--- src/rtl/sha1bs_pkg.sv ---
`timescale 1ns / 1ps
// shared types, constants and rotate helpers for the sha-1 byte stream engine
// no dependencies

package sha1bs_pkg;

    localparam logic [31:0] H_INIT [5] = '{
        32'h67452301, 32'hEFCDAB89, 32'h98BADCFE, 32'h10325476, 32'hC3D2E1F0
    };

    localparam logic [31:0] K_R0 = 32'h5A827999;
    localparam logic [31:0] K_R1 = 32'h6ED9EBA1;
    localparam logic [31:0] K_R2 = 32'h8F1BBCDC;
    localparam logic [31:0] K_R3 = 32'hCA62C1D6;

    localparam logic [6:0] ROUND_B1   = 7'd20;
    localparam logic [6:0] ROUND_B2   = 7'd40;
    localparam logic [6:0] ROUND_B3   = 7'd60;
    localparam logic [6:0] LAST_ROUND = 7'd79;
    localparam logic [6:0] SCHED_WORDS = 7'd16;

    localparam logic [7:0] PAD_MARK  = 8'h80;
    localparam logic [5:0] LEN_POS   = 6'd56;
    localparam logic [5:0] LAST_POS  = 6'd63;
    localparam logic [2:0] LAST_INDEX = 3'd4;

    typedef struct packed {
        logic       init;
        logic       step;
        logic       fold;
        logic       restart;
        logic [6:0] round;
    } round_ctl_t;

    typedef struct packed {
        logic       load_we;
        logic [3:0] load_addr;
        logic       step;
        logic [6:0] round;
        logic [6:0] fetch_round;
    } sched_ctl_t;

    function automatic logic [31:0] rotl1(input logic [31:0] x);
        return {x[30:0], x[31]};
    endfunction

    function automatic logic [31:0] rotl5(input logic [31:0] x);
        return {x[26:0], x[31:27]};
    endfunction

    function automatic logic [31:0] rotl30(input logic [31:0] x);
        return {x[1:0], x[31:2]};
    endfunction

endpackage

--- src/rtl/sha1bs_sched.sv ---
`timescale 1ns / 1ps
// message schedule: 16-word memory with two registered read ports and one write port
// depends on sha1bs_pkg

module sha1bs_sched (
    input  logic                   clk,
    input  sha1bs_pkg::sched_ctl_t ctl,
    input  logic [31:0]            load_data,
    output logic [31:0]            w
);

    logic [31:0] mem [16];
    logic [31:0] rd_a_reg;
    logic [31:0] rd_b_reg;
    logic [31:0] dly1_reg;
    logic [31:0] dly2_reg;
    logic [31:0] n1_reg;
    logic [31:0] n2_reg;
    logic [31:0] n3_reg;
    logic [3:0]  addr_a;
    logic [3:0]  addr_b;
    logic [3:0]  wr_addr;
    logic [31:0] wr_data;
    logic [31:0] mix;
    logic        expand;
    logic        wr_en;

    // port a: w[r] in the first sixteen rounds, w[r-8] after; port b: w[r-14]
    always_comb
    begin
        if (ctl.fetch_round < sha1bs_pkg::SCHED_WORDS)
        begin
            addr_a = ctl.fetch_round[3:0];
        end
        else
        begin
            addr_a = ctl.fetch_round[3:0] - 4'd8;
        end
        addr_b = ctl.fetch_round[3:0] + 4'd2;
    end

    assign expand  = (ctl.round >= sha1bs_pkg::SCHED_WORDS);
    // w[r-16] is the port b word read for round r-2, delayed in dly1_reg and dly2_reg
    assign mix     = rd_a_reg ^ rd_b_reg ^ dly2_reg ^ n3_reg;
    assign w       = expand ? sha1bs_pkg::rotl1(mix) : rd_a_reg;
    assign wr_en   = ctl.load_we | (ctl.step & expand);
    assign wr_addr = ctl.load_we ? ctl.load_addr : ctl.round[3:0];
    assign wr_data = ctl.load_we ? load_data : w;

    always_ff @(posedge clk)
    begin
        if (wr_en)
        begin
            mem[wr_addr] <= wr_data;
        end
        rd_a_reg <= mem[addr_a];
        rd_b_reg <= mem[addr_b];
    end

    always_ff @(posedge clk)
    begin
        if (ctl.step)
        begin
            dly1_reg <= rd_b_reg;
            dly2_reg <= dly1_reg;
            n1_reg   <= w;
            n2_reg   <= n1_reg;
            n3_reg   <= n2_reg;
        end
    end

endmodule

--- src/rtl/sha1bs_round.sv ---
`timescale 1ns / 1ps
// compression round datapath and the five chaining words
// depends on sha1bs_pkg

module sha1bs_round (
    input  logic                   clk,
    input  logic                   rst_n,
    input  sha1bs_pkg::round_ctl_t ctl,
    input  logic [31:0]            w,
    output logic [4:0][31:0]       chain
);

    logic [31:0]      a_reg;
    logic [31:0]      b_reg;
    logic [31:0]      c_reg;
    logic [31:0]      d_reg;
    logic [31:0]      e_reg;
    logic [4:0][31:0] chain_reg;
    logic [31:0]      f;
    logic [31:0]      k;
    logic [31:0]      t;

    always_comb
    begin
        if (ctl.round < sha1bs_pkg::ROUND_B1)
        begin
            f = (b_reg & c_reg) | (~b_reg & d_reg);
            k = sha1bs_pkg::K_R0;
        end
        else if (ctl.round < sha1bs_pkg::ROUND_B2)
        begin
            f = b_reg ^ c_reg ^ d_reg;
            k = sha1bs_pkg::K_R1;
        end
        else if (ctl.round < sha1bs_pkg::ROUND_B3)
        begin
            f = (b_reg & c_reg) | (b_reg & d_reg) | (c_reg & d_reg);
            k = sha1bs_pkg::K_R2;
        end
        else
        begin
            f = b_reg ^ c_reg ^ d_reg;
            k = sha1bs_pkg::K_R3;
        end
    end

    assign t     = sha1bs_pkg::rotl5(a_reg) + f + e_reg + k + w;
    assign chain = chain_reg;

    always_ff @(posedge clk)
    begin
        if (ctl.init)
        begin
            a_reg <= chain_reg[0];
            b_reg <= chain_reg[1];
            c_reg <= chain_reg[2];
            d_reg <= chain_reg[3];
            e_reg <= chain_reg[4];
        end
        else if (ctl.step)
        begin
            a_reg <= t;
            b_reg <= a_reg;
            c_reg <= sha1bs_pkg::rotl30(b_reg);
            d_reg <= c_reg;
            e_reg <= d_reg;
        end
    end

    always_ff @(posedge clk or negedge rst_n)
    begin
        if (!rst_n)
        begin
            for (int i = 0; i < 5; i++)
            begin
                chain_reg[i] <= sha1bs_pkg::H_INIT[i];
            end
        end
        else if (ctl.restart)
        begin
            for (int i = 0; i < 5; i++)
            begin
                chain_reg[i] <= sha1bs_pkg::H_INIT[i];
            end
        end
        else if (ctl.fold)
        begin
            chain_reg[0] <= chain_reg[0] + a_reg;
            chain_reg[1] <= chain_reg[1] + b_reg;
            chain_reg[2] <= chain_reg[2] + c_reg;
            chain_reg[3] <= chain_reg[3] + d_reg;
            chain_reg[4] <= chain_reg[4] + e_reg;
        end
    end

endmodule

--- src/rtl/sha1_byte_stream_hash.sv ---
`timescale 1ns / 1ps
// sha-1 byte stream engine top level: byte packing, padding, sequencing, digest output
// depends on sha1bs_pkg, sha1bs_sched, sha1bs_round
//
// input channel (in_valid / in_stall): one beat carries an optional message byte
// (byte_present) and an optional end-of-message mark (finish). output channel
// (out_valid / out_stall): five beats per message, digest words h0..h4 with
// word_index 0..4, last_word on the fifth.
// the beat that fills a 64-byte block starts a compression (a load state, 80
// rounds at one round per cycle from the schedule memory, a fold state);
// in_stall is high meanwhile. a finish beat pads one byte per cycle up to the
// end of the block (one or two blocks, each followed by its compression), and
// the first digest beat follows the fold of the last block; in_stall stays
// high until the last digest beat is taken, after which the engine holds its
// initial state for a new message.
// when the receiver stalls, the current digest word is held unchanged.
// reset clears the control state and loads the sha-1 initial chaining words;
// no clearing pass is needed.

module sha1_byte_stream_hash (
    input  logic        clk,
    input  logic        rst_n,
    input  logic        in_valid,
    output logic        in_stall,
    input  logic [7:0]  data_byte,
    input  logic        byte_present,
    input  logic        finish,
    output logic        out_valid,
    input  logic        out_stall,
    output logic [31:0] digest_word,
    output logic [2:0]  word_index,
    output logic        last_word
);

    typedef enum logic [5:0] {
        ST_IDLE  = 6'b000001,
        ST_PAD   = 6'b000010,
        ST_LOAD  = 6'b000100,
        ST_ROUND = 6'b001000,
        ST_FOLD  = 6'b010000,
        ST_OUT   = 6'b100000
    } state_t;

    state_t      state_reg;
    state_t      state_next;
    logic [5:0]  fill_reg;
    logic [5:0]  fill_next;
    logic [23:0] word_reg;
    logic [63:0] len_reg;
    logic [63:0] len_next;
    logic [6:0]  round_reg;
    logic [6:0]  round_next;
    logic [2:0]  idx_reg;
    logic [2:0]  idx_next;
    logic        out_valid_reg;
    logic        out_valid_next;
    logic        fin_reg;
    logic        fin_next;
    logic        mark_reg;
    logic        mark_next;
    logic        lenblk_reg;
    logic        lenblk_next;
    logic        done_reg;
    logic        done_next;

    logic        byte_we;
    logic [7:0]  byte_val;
    logic [63:0] len_shift;
    logic        block_done;
    logic        out_take;
    logic [31:0] w;
    logic [4:0][31:0] chain;

    sha1bs_pkg::sched_ctl_t sched_ctl;
    sha1bs_pkg::round_ctl_t round_ctl;

    assign out_take  = out_valid_reg & ~out_stall;
    assign len_shift = len_reg >> {~fill_reg[2:0], 3'b000};

    // byte path shared by message bytes and padding
    always_comb
    begin
        byte_we  = 1'b0;
        byte_val = data_byte;
        case (state_reg)
            ST_IDLE:
            begin
                byte_we = in_valid & byte_present;
            end
            ST_PAD:
            begin
                byte_we = 1'b1;
                if (!mark_reg)
                begin
                    byte_val = sha1bs_pkg::PAD_MARK;
                end
                else if (lenblk_reg && (fill_reg >= sha1bs_pkg::LEN_POS))
                begin
                    byte_val = len_shift[7:0];
                end
                else
                begin
                    byte_val = 8'h00;
                end
            end
            default:
            begin
                byte_we = 1'b0;
            end
        endcase
    end

    assign block_done = byte_we & (fill_reg == sha1bs_pkg::LAST_POS);

    always_comb
    begin
        state_next     = state_reg;
        fill_next      = byte_we ? fill_reg + 6'd1 : fill_reg;
        len_next       = len_reg;
        round_next     = round_reg;
        idx_next       = idx_reg;
        out_valid_next = out_valid_reg;
        fin_next       = fin_reg;
        mark_next      = mark_reg;
        lenblk_next    = lenblk_reg;
        done_next      = done_reg;
        case (state_reg)
            ST_IDLE:
            begin
                if (in_valid)
                begin
                    if (byte_present)
                    begin
                        len_next = len_reg + 64'd8;
                    end
                    if (block_done)
                    begin
                        state_next = ST_LOAD;
                        fin_next   = finish;
                    end
                    else if (finish)
                    begin
                        state_next = ST_PAD;
                        fin_next   = 1'b1;
                    end
                end
            end
            ST_PAD:
            begin
                if (!mark_reg)
                begin
                    mark_next   = 1'b1;
                    lenblk_next = (fill_reg < sha1bs_pkg::LEN_POS);
                end
                if (block_done)
                begin
                    state_next = ST_LOAD;
                    done_next  = mark_reg & lenblk_reg;
                end
            end
            ST_LOAD:
            begin
                state_next = ST_ROUND;
                round_next = 7'd0;
            end
            ST_ROUND:
            begin
                round_next = round_reg + 7'd1;
                if (round_reg == sha1bs_pkg::LAST_ROUND)
                begin
                    state_next = ST_FOLD;
                end
            end
            ST_FOLD:
            begin
                if (!fin_reg)
                begin
                    state_next = ST_IDLE;
                end
                else if (done_reg)
                begin
                    state_next     = ST_OUT;
                    out_valid_next = 1'b1;
                    idx_next       = 3'd0;
                end
                else
                begin
                    state_next = ST_PAD;
                    if (mark_reg)
                    begin
                        lenblk_next = 1'b1;
                    end
                end
            end
            ST_OUT:
            begin
                if (out_take)
                begin
                    if (idx_reg == sha1bs_pkg::LAST_INDEX)
                    begin
                        state_next     = ST_IDLE;
                        out_valid_next = 1'b0;
                        fin_next       = 1'b0;
                        mark_next      = 1'b0;
                        lenblk_next    = 1'b0;
                        done_next      = 1'b0;
                        len_next       = 64'd0;
                    end
                    else
                    begin
                        idx_next = idx_reg + 3'd1;
                    end
                end
            end
            default:
            begin
                state_next = ST_IDLE;
            end
        endcase
    end

    always_ff @(posedge clk or negedge rst_n)
    begin
        if (!rst_n)
        begin
            state_reg     <= ST_IDLE;
            fill_reg      <= 6'd0;
            len_reg       <= 64'd0;
            round_reg     <= 7'd0;
            idx_reg       <= 3'd0;
            out_valid_reg <= 1'b0;
            fin_reg       <= 1'b0;
            mark_reg      <= 1'b0;
            lenblk_reg    <= 1'b0;
            done_reg      <= 1'b0;
        end
        else
        begin
            state_reg     <= state_next;
            fill_reg      <= fill_next;
            len_reg       <= len_next;
            round_reg     <= round_next;
            idx_reg       <= idx_next;
            out_valid_reg <= out_valid_next;
            fin_reg       <= fin_next;
            mark_reg      <= mark_next;
            lenblk_reg    <= lenblk_next;
            done_reg      <= done_next;
        end
    end

    always_ff @(posedge clk)
    begin
        if (byte_we)
        begin
            word_reg <= {word_reg[15:0], byte_val};
        end
    end

    always_comb
    begin
        sched_ctl.load_we     = byte_we & (fill_reg[1:0] == 2'b11);
        sched_ctl.load_addr   = fill_reg[5:2];
        sched_ctl.step        = (state_reg == ST_ROUND);
        sched_ctl.round       = round_reg;
        sched_ctl.fetch_round = (state_reg == ST_ROUND) ? round_reg + 7'd1 : 7'd0;
        round_ctl.init        = (state_reg == ST_LOAD);
        round_ctl.step        = (state_reg == ST_ROUND);
        round_ctl.fold        = (state_reg == ST_FOLD);
        round_ctl.restart     = out_take & (idx_reg == sha1bs_pkg::LAST_INDEX);
        round_ctl.round       = round_reg;
    end

    sha1bs_sched u_sched (
        .clk       (clk),
        .ctl       (sched_ctl),
        .load_data ({word_reg, byte_val}),
        .w         (w)
    );

    sha1bs_round u_round (
        .clk   (clk),
        .rst_n (rst_n),
        .ctl   (round_ctl),
        .w     (w),
        .chain (chain)
    );

    always_comb
    begin
        case (idx_reg)
            3'd0:    digest_word = chain[0];
            3'd1:    digest_word = chain[1];
            3'd2:    digest_word = chain[2];
            3'd3:    digest_word = chain[3];
            default: digest_word = chain[4];
        endcase
    end

    assign in_stall   = (state_reg != ST_IDLE);
    assign out_valid  = out_valid_reg;
    assign word_index = idx_reg;
    assign last_word  = (idx_reg == sha1bs_pkg::LAST_INDEX);

    a_round_range: assert property (@(posedge clk) disable iff (!rst_n)
        (state_reg == ST_ROUND) |-> (round_reg <= sha1bs_pkg::LAST_ROUND))
        else $error("round counter out of range");

    a_block_aligned: assert property (@(posedge clk) disable iff (!rst_n)
        (state_reg == ST_LOAD) |-> (fill_reg == 6'd0))
        else $error("compression started on a partial block");

    a_valid_state: assert property (@(posedge clk) disable iff (!rst_n)
        out_valid_reg == (state_reg == ST_OUT))
        else $error("digest valid outside output state");

    a_digest_padded: assert property (@(posedge clk) disable iff (!rst_n)
        (state_reg == ST_OUT) |-> (done_reg && mark_reg && fill_reg == 6'd0))
        else $error("digest emitted before padding completed");

    a_restart: assert property (@(posedge clk) disable iff (!rst_n)
        (out_take && idx_reg == sha1bs_pkg::LAST_INDEX)
        |=> (state_reg == ST_IDLE && len_reg == 64'd0 && !fin_reg))
        else $error("engine not restarted after last digest word");

endmodule

--- config.mk ---
export PLATFORM = sky130hd
export DESIGN_NAME = sha1_byte_stream_hash
export DESIGN_NICKNAME = d
export VERILOG_FILES = /design/src/rtl/sha1bs_pkg.sv /design/src/rtl/sha1bs_sched.sv /design/src/rtl/sha1bs_round.sv /design/src/rtl/sha1_byte_stream_hash.sv
export SDC_FILE = /design/constraint.sdc
export NUM_CORES = 2
export LEC_CHECK = 0
export BUFFER_PORTS_ARGS = -buffer_cell sky130_fd_sc_hd__buf_2
export CORE_MARGIN = 1
export CORE_UTILIZATION = 45
export CTS_CLUSTER_DIAMETER = 100
export DETAILED_ROUTE_END_ITERATION = 6
export GPL_TIMING_DRIVEN = 0
export PLACE_DENSITY = 0.57
export SETUP_SLACK_MARGIN = 0.02
export SLEW_MARGIN = 15
export SYNTH_ARGS = -nofsm -noshare
export SYNTH_HDL_FRONTEND = slang
export SYNTH_SLANG_ARGS = --single-unit
--- constraint.sdc ---
create_clock -name clk -period 15.4 [get_ports clk]
set_input_delay 1.54 -clock clk [delete_from_list [all_inputs] [get_ports clk]]
set_output_delay 1.54 -clock clk [all_outputs]
set_load 0.02 [all_outputs]
# == Word level (Yosys, flattened, before mapping) ==
# Memories as Yosys holds them, arrays and structs flattened. A register that Yosys moved wholly into a read port is not among the register bits.
# Cells that the tools add are included.
# Widths: inputs -> output; s select.
# word_totals
reg_bits,595
mem_bits_rw,512
in_bits,14
output_inout_bits,38
elab_cells,184
memories,1
# classes
n_addsub,15
magnitude_cmp,7
eq_ne,27
shift,1
n_mux,68
bitwise_logic,23
reduce_logical,16
# memory_table
name,words,word_bits,read_ports,rd_ports_with_merged_regs,write_ports,line_no,source
u_sched.mem,16,32,2,2,1,sha1bs_sched.sv:12,logic [31:0] mem [16];
# ops
cell,n
$mux 32,17
$mux 160,2
$add 32x32->32,9
$mux 64,4
$xor 32x32->32,5
$and 32x32->32,4
$pmux 32 s4,1
$pmux 64 s2,1
$or 32x32->32,3
$add 64x4->64 const B,1
$shr 64x6->8,1
$mux 6,9
$pmux 6 s6,1
$not 32->32,1
$mux 31,1
$mux 8,3
$ne 2x2->1 const B,12
$reduce_and 5->1,4
$lt 7x5->1 const B,2
$lt 7x6->1 const B,2
$mux 1,14
$pmux 7 s2,1
$eq 6x6->1 const B,2
$mux 3,4
37 further kinds,53

# == Depth between registers and ports, before layout ==
# depth
ltp_word,12
mapped_depth,28
mapped_depth_nobuf,26

# == Cells and area by module ==
# A second synthesis with hierarchy kept.
# unflattened
cells_unflattened,4859
hier_area_um2,63489.6
# modules_own_cells
module,instances,cells_per_inst,area_per_inst_um2,seq_area_each_um2
sha1bs_sched,1,1495,30684.4,21460.6
sha1bs_round,1,2592,25757.2,8908.5
sha1_byte_stream_hash,1,772,7048.0,2924.1

# == Worst setup path after synthesis ==
# Ideal clock, no wire load.
# synth_path
path_type,register to register
from,reg state_reg[0]
to,reg u_round.a_reg[0] (enable)
t_arrival_ns,7.103
required_ns,14.496
slack_ns,7.393
path_stages_with_launch,6
n_path_buf,0
path_cell_list,dfstp_2 nor4_1 nand3b_1 clkinv_1 nor2_1 inv_1
# synth_between
elab_chain_len,2
elab_cells_between_ends,3
classes_between,eq/ne (2); reduce/logical (1)
# synth_lines
item,line_no,source
start: declaration,sha1_byte_stream_hash.sv:44,state_t state_reg;
start signal: assignment,sha1_byte_stream_hash.sv:239,state_reg <= state_next;
$eq 6x3->1 / $eq 6x4->1 (equally long branches),"sha1_byte_stream_hash.sv:267, sha1_byte_stream_hash.sv:268",
$reduce_bool 2->1 (no line) *,-,
end signal: assignment,sha1bs_round.sv:54,a_reg <= chain_reg[0];
end signal: assignment,sha1bs_round.sv:62,a_reg <= t;
end: declaration,sha1bs_round.sv:13,logic [31:0] a_reg;
# Mark *: on every way between the ends. The rest lies on a longest branch, timed or not.
# A chain may end at the register's enable or synchronous reset.

# == Worst setup path in the final report ==
# layout_path
from,reg round_reg[5]
to,reg u_round.a_reg[31] (data pin)
# layout_between
elab_chain_len,10
elab_cells_between_ends,17
classes_between,add/sub (4); order compare (4); mux (9)
# layout_lines
item,line_no,source
start: declaration,sha1_byte_stream_hash.sv:51,logic [6:0] round_reg;
start signal: assignment,sha1_byte_stream_hash.sv:242,round_reg <= round_next;
$lt 7x6->1,sha1bs_round.sv:35,else if (ctl.round < sha1bs_pkg::ROUND_B3)
$mux 32,sha1bs_round.sv:35,
$mux 32,sha1bs_round.sv:30,else if (ctl.round < sha1bs_pkg::ROUND_B2)
$mux 32,sha1bs_round.sv:25,if (ctl.round < sha1bs_pkg::ROUND_B1)
$add 32x32->32 (3 in series),sha1bs_round.sv:47,assign t = sha1bs_pkg::rotl5(a_reg) + f + e_reg + k + w;
$add 32x32->32 *,sha1bs_round.sv:47,
$mux 32 *,sha1bs_round.sv:60,else if (ctl.step)
$mux 32 *,sha1bs_round.sv:52,if (ctl.init)
# Mark *: on every way between the ends. The rest lies on a longest branch, timed or not. The select of a mux whose other input is x is not followed.

==> out/metrics.csv <==
stage,metric,value,unit
outcome,outcome,"finished, final reports clean",
timing,Slew headroom,0.1131,
detailed_routing,DRT iter0 DRCs,5417,
clock_network,Post-CTS Setup Repair Bufs,0,
logic_synthesis,synthesized cell area,61950,µm²
global_routing,vias in the first global route,42760,
die,Die Span X,373.0,µm
worst_setup_path,worst stage delay on the critical path,960,ps
timing,Final setup viols,0,
clock_network,clk slew on worst S/H paths,60,ps
place,GP Congestion,0.9696,
place,Cells after DPL,7116,
power,power per cell area,104.4,nW/µm²
logic_synthesis,"EDFF count, synth",856,
power,Comb pwr share,0.058,
detailed_routing,Vias,44710,
global_routing,antenna violations before repair,10,
cells_and_area,share of cells above drive strength 1,0.1027,
power,Leak Pwr,25.73,nW
timing,Final Critical Period,9673,ps
logic_synthesis,most common cell in the netlist,edfxtp_1,
worst_setup_path,"Req. time, crit path",15890,ps
timing,Final period util,0.6281,
logic_synthesis,number of distinct library cells after synthesis,83,
power,sw power,1.740,mW
die,DIE AREA,139200,µm²
worst_setup_path,"Slowest-stage cell, CP",buf_1,
worst_setup_path,startpoint class of the critical path,flip-flop,
timing,fmax,103.4,MHz
die,# rows,135,
detailed_routing,Final ANT Viol Nets,0,
power,Flop pwr share,0.486,
global_routing,total grt overflow,0,
logic_synthesis,register bit count reported by yosys,1168,
global_routing,GRT Resource Usage Total,0.3010,
die,Ports,52,
worst_setup_path,Worst path top cell family by delay,compound AO/OA/AOI/OAI gates,
clock_network,Root Buffer Master,clkbuf_16,
clock_network,clk_lat worst skew,800,ps
worst_setup_path,Crit. Startpoint,round_reg[5],
logic_synthesis,Yosys warnings,0,
logic_synthesis,ranking of synthesized cells by area,"edfxtp_1, dfrtp_1, mux2i_1",
power,VDD IR-drop max,0.1131,mV
detailed_routing,via/cell ratio,6.065,
cells_and_area,"Area growth, synth to finish",13.03,%
logic_synthesis,Synth async-reset ratio,0.2123,
clock_network,TritonCTS buffer count,137,
logic_synthesis,"Seq/Total Area, Yosys",0.5374,
detailed_routing,DR WL/cell,28.72,µm
die,Core Region,136000,µm²
worst_setup_path,RR Startpoint,round_reg[5],
power,Clk pwr share,0.457,
detailed_routing,DRT Pass-1 Iters,6,
timing,Least-Margin Pin Slew,1330,ps
detailed_routing,Detailed Route WL,211800,µm
timing,unrepaired setup endpoints after global routing,no,
cells_and_area,Final Instance Count excl. Fillers,7372,
logic_synthesis,Post-synth top cells,"edfxtp_1, nand2_1, mux2i_1",
clock_network,Clock Path Buffers,3,
global_routing,largest net degree at the start of global routing,87,
logic_synthesis,main flop type after synthesis,edfxtp_1,
clock_network,CTS Sinks,1168,
worst_setup_path,Critical Path AT,10170,ps
logic_synthesis,Synth Instances,5234,
worst_setup_path,Worst Setup End Kind,flip-flop,
worst_setup_path,crit path kind,flip-flop to flip-flop,
worst_hold_path,hold wc startpoint,u_sched.n2_reg[10],
timing,Final Hold Viols,0,
die,Initial Utilization,0.4556,
die,die height,373.0,µm
global_routing,first-pass GRT wire length,301500,µm
clock_network,post-cts sizing count,0,
cells_and_area,"Core Util, Final",0.5150,
detailed_routing,drt drc,0,
power,Sw Ratio,0.2379,
timing,setup TNS,0,ps
cells_and_area,nets,5843,
logic_synthesis,synthesized area per cell,11.84,µm²
worst_setup_path,CP max FO,11,
logic_synthesis,Yosys top cell by area,edfxtp_1,
timing,Worst Skew,23.08,ps
worst_hold_path,HP Class,flip-flop to flip-flop,
logic_synthesis,Post-Syn Nets,5603,
flow_run,total of max-cap violations,0,
worst_setup_path,Buf/Inv on CP,7,
logic_synthesis,top-area cell type share of the netlist area,0.4149,
cells_and_area,max reg flops,512,
timing,count of pins over their slew limit,0,
clock_network,CTS Hold Buffers Added,0,
clock_network,CTS tree,built,
power,cell-internal power,5.574,mW
place,DP HPWL,157800,µm
clock_network,htree depth,4,
place,port bufs,51,
==> power by group through the flow <==
stage	clock network (mW)	registers, mW	logic [mW]
finish	3.34	3.55	0.423
global route	3.49	3.55	0.453
CTS	3.37	3.55	0.419
detailed placement	0	3.61	0.417
global placement	0	3.62	0.385
floorplan	0	3.59	0.244
==> per-layer routing <==
layer | wire length (µm) | vias up | track usage | share of wire
li1 | - | 19590 | - | -
met1 | 94240 | 22650 | 0.4448 | 0.45
met2 | 90870 | 2115 | 0.4401 | 0.43
met3 | 19910 | 351 | 0.06359 | 0.094
met4 | 6654 | 10 | 0.09605 | 0.031
met5 | 68 | - | 0 | 0.00032
==> worst reg2reg max path: cells and delay by family, from the launching register on <==
| kind | cells | cell delay (ps) |
|---|---|---|
| fa+ha+maj | 5 | 1640 |
| flops | 1 | 370 |
| xor+xnor | 1 | 160 |
| simple gates | 5 | 1490 |
| buf+inv | 7 | 2260 |
| compound gates | 10 | 3460 |
==> final timing paths <==
| check | to | slack, ps | depth (start not counted) |
|---|---|---|---|
| max | u_round.a_reg[31] | 5730 | 28 |
| min | u_sched.n3_reg[10] | 410 | 0 |
| max reg2reg | u_round.a_reg[31] | 5730 | 28 |
| min reg2reg | u_sched.n3_reg[10] | 410 | 0 |
| max in group asynchronous | len_reg[44] | 13200 | 3 |
| min in group asynchronous | u_round.chain[107] | 760 | 1 |
==> placed cells by master (no fill, tap or decap), types with 30 or more instances in the layout <==
cell / count
fa_1: 124
xnor2_1: 201
nand4_1: 35
a21oi_1: 317
o21ai_0: 200
nand3_1: 76
clkbuf_1: 224
inv_1: 231
nor2_1: 269
xor2_1: 97
nor3_1: 38
a31oi_1: 48
nand2b_1: 40
dfxtp_1: 64
a211oi_1: 88
mux2i_1: 336
dfrtp_1: 167
dfstp_2: 81
mux4_2: 109
a21o_1: 79
ha_1: 231
buf_2: 56
o211ai_1: 57
o21ai_1: 30
nand2_1: 742
edfxtp_1: 856
a22oi_1: 64
clkbuf_16: 145
buf_1: 34
nor2b_1: 87
==> area by class of cell <==
type | instances | area, µm²
fillers | 11860 | 65950
flip-flops and latches | 1168 | 33290
plain buffers | 244 | 942.2
diodes | 2 | 5.005
clock buffers | 194 | 4003
repair buffers | 101 | 1040
well taps | 1781 | 2228
inverters | 235 | 894.6
clock inverters | 60 | 618.1
multi-input cells | 3587 | 27000
==> cells by family after synthesis <==
| group | count (synthesis) | synth area share |
|---|---|---|
| and+or+nand+nor | 1431 | 0.1027 |
| DFF | 1168 | 0.5374 |
| muxes | 454 | 0.09555 |
| AOI/OAI and AO/OA | 1048 | 0.1061 |
| adders and majority gates | 355 | 0.08672 |
| buffers and inverters | 479 | 0.02920 |
| xor gates and xnor gates | 299 | 0.04227 |
==> metrics by stage <==
stage | hold WS, ps | instance area (µm²) | worst slack, ps | power [mW]
global route | 419.5 | 70020 | 5444 | 7.497
global placement | 400.3 | 64430 | 2106 | 4.001
detailed placement | 404.5 | 65380 | 5715 | 4.028
floorplan | 400.3 | 61950 | 7393 | 3.833
CTS | 413.5 | 70000 | 5674 | 7.337
finish | 413.7 | 70020 | 5727 | 7.314
Power figures use the tool's default switching activity.
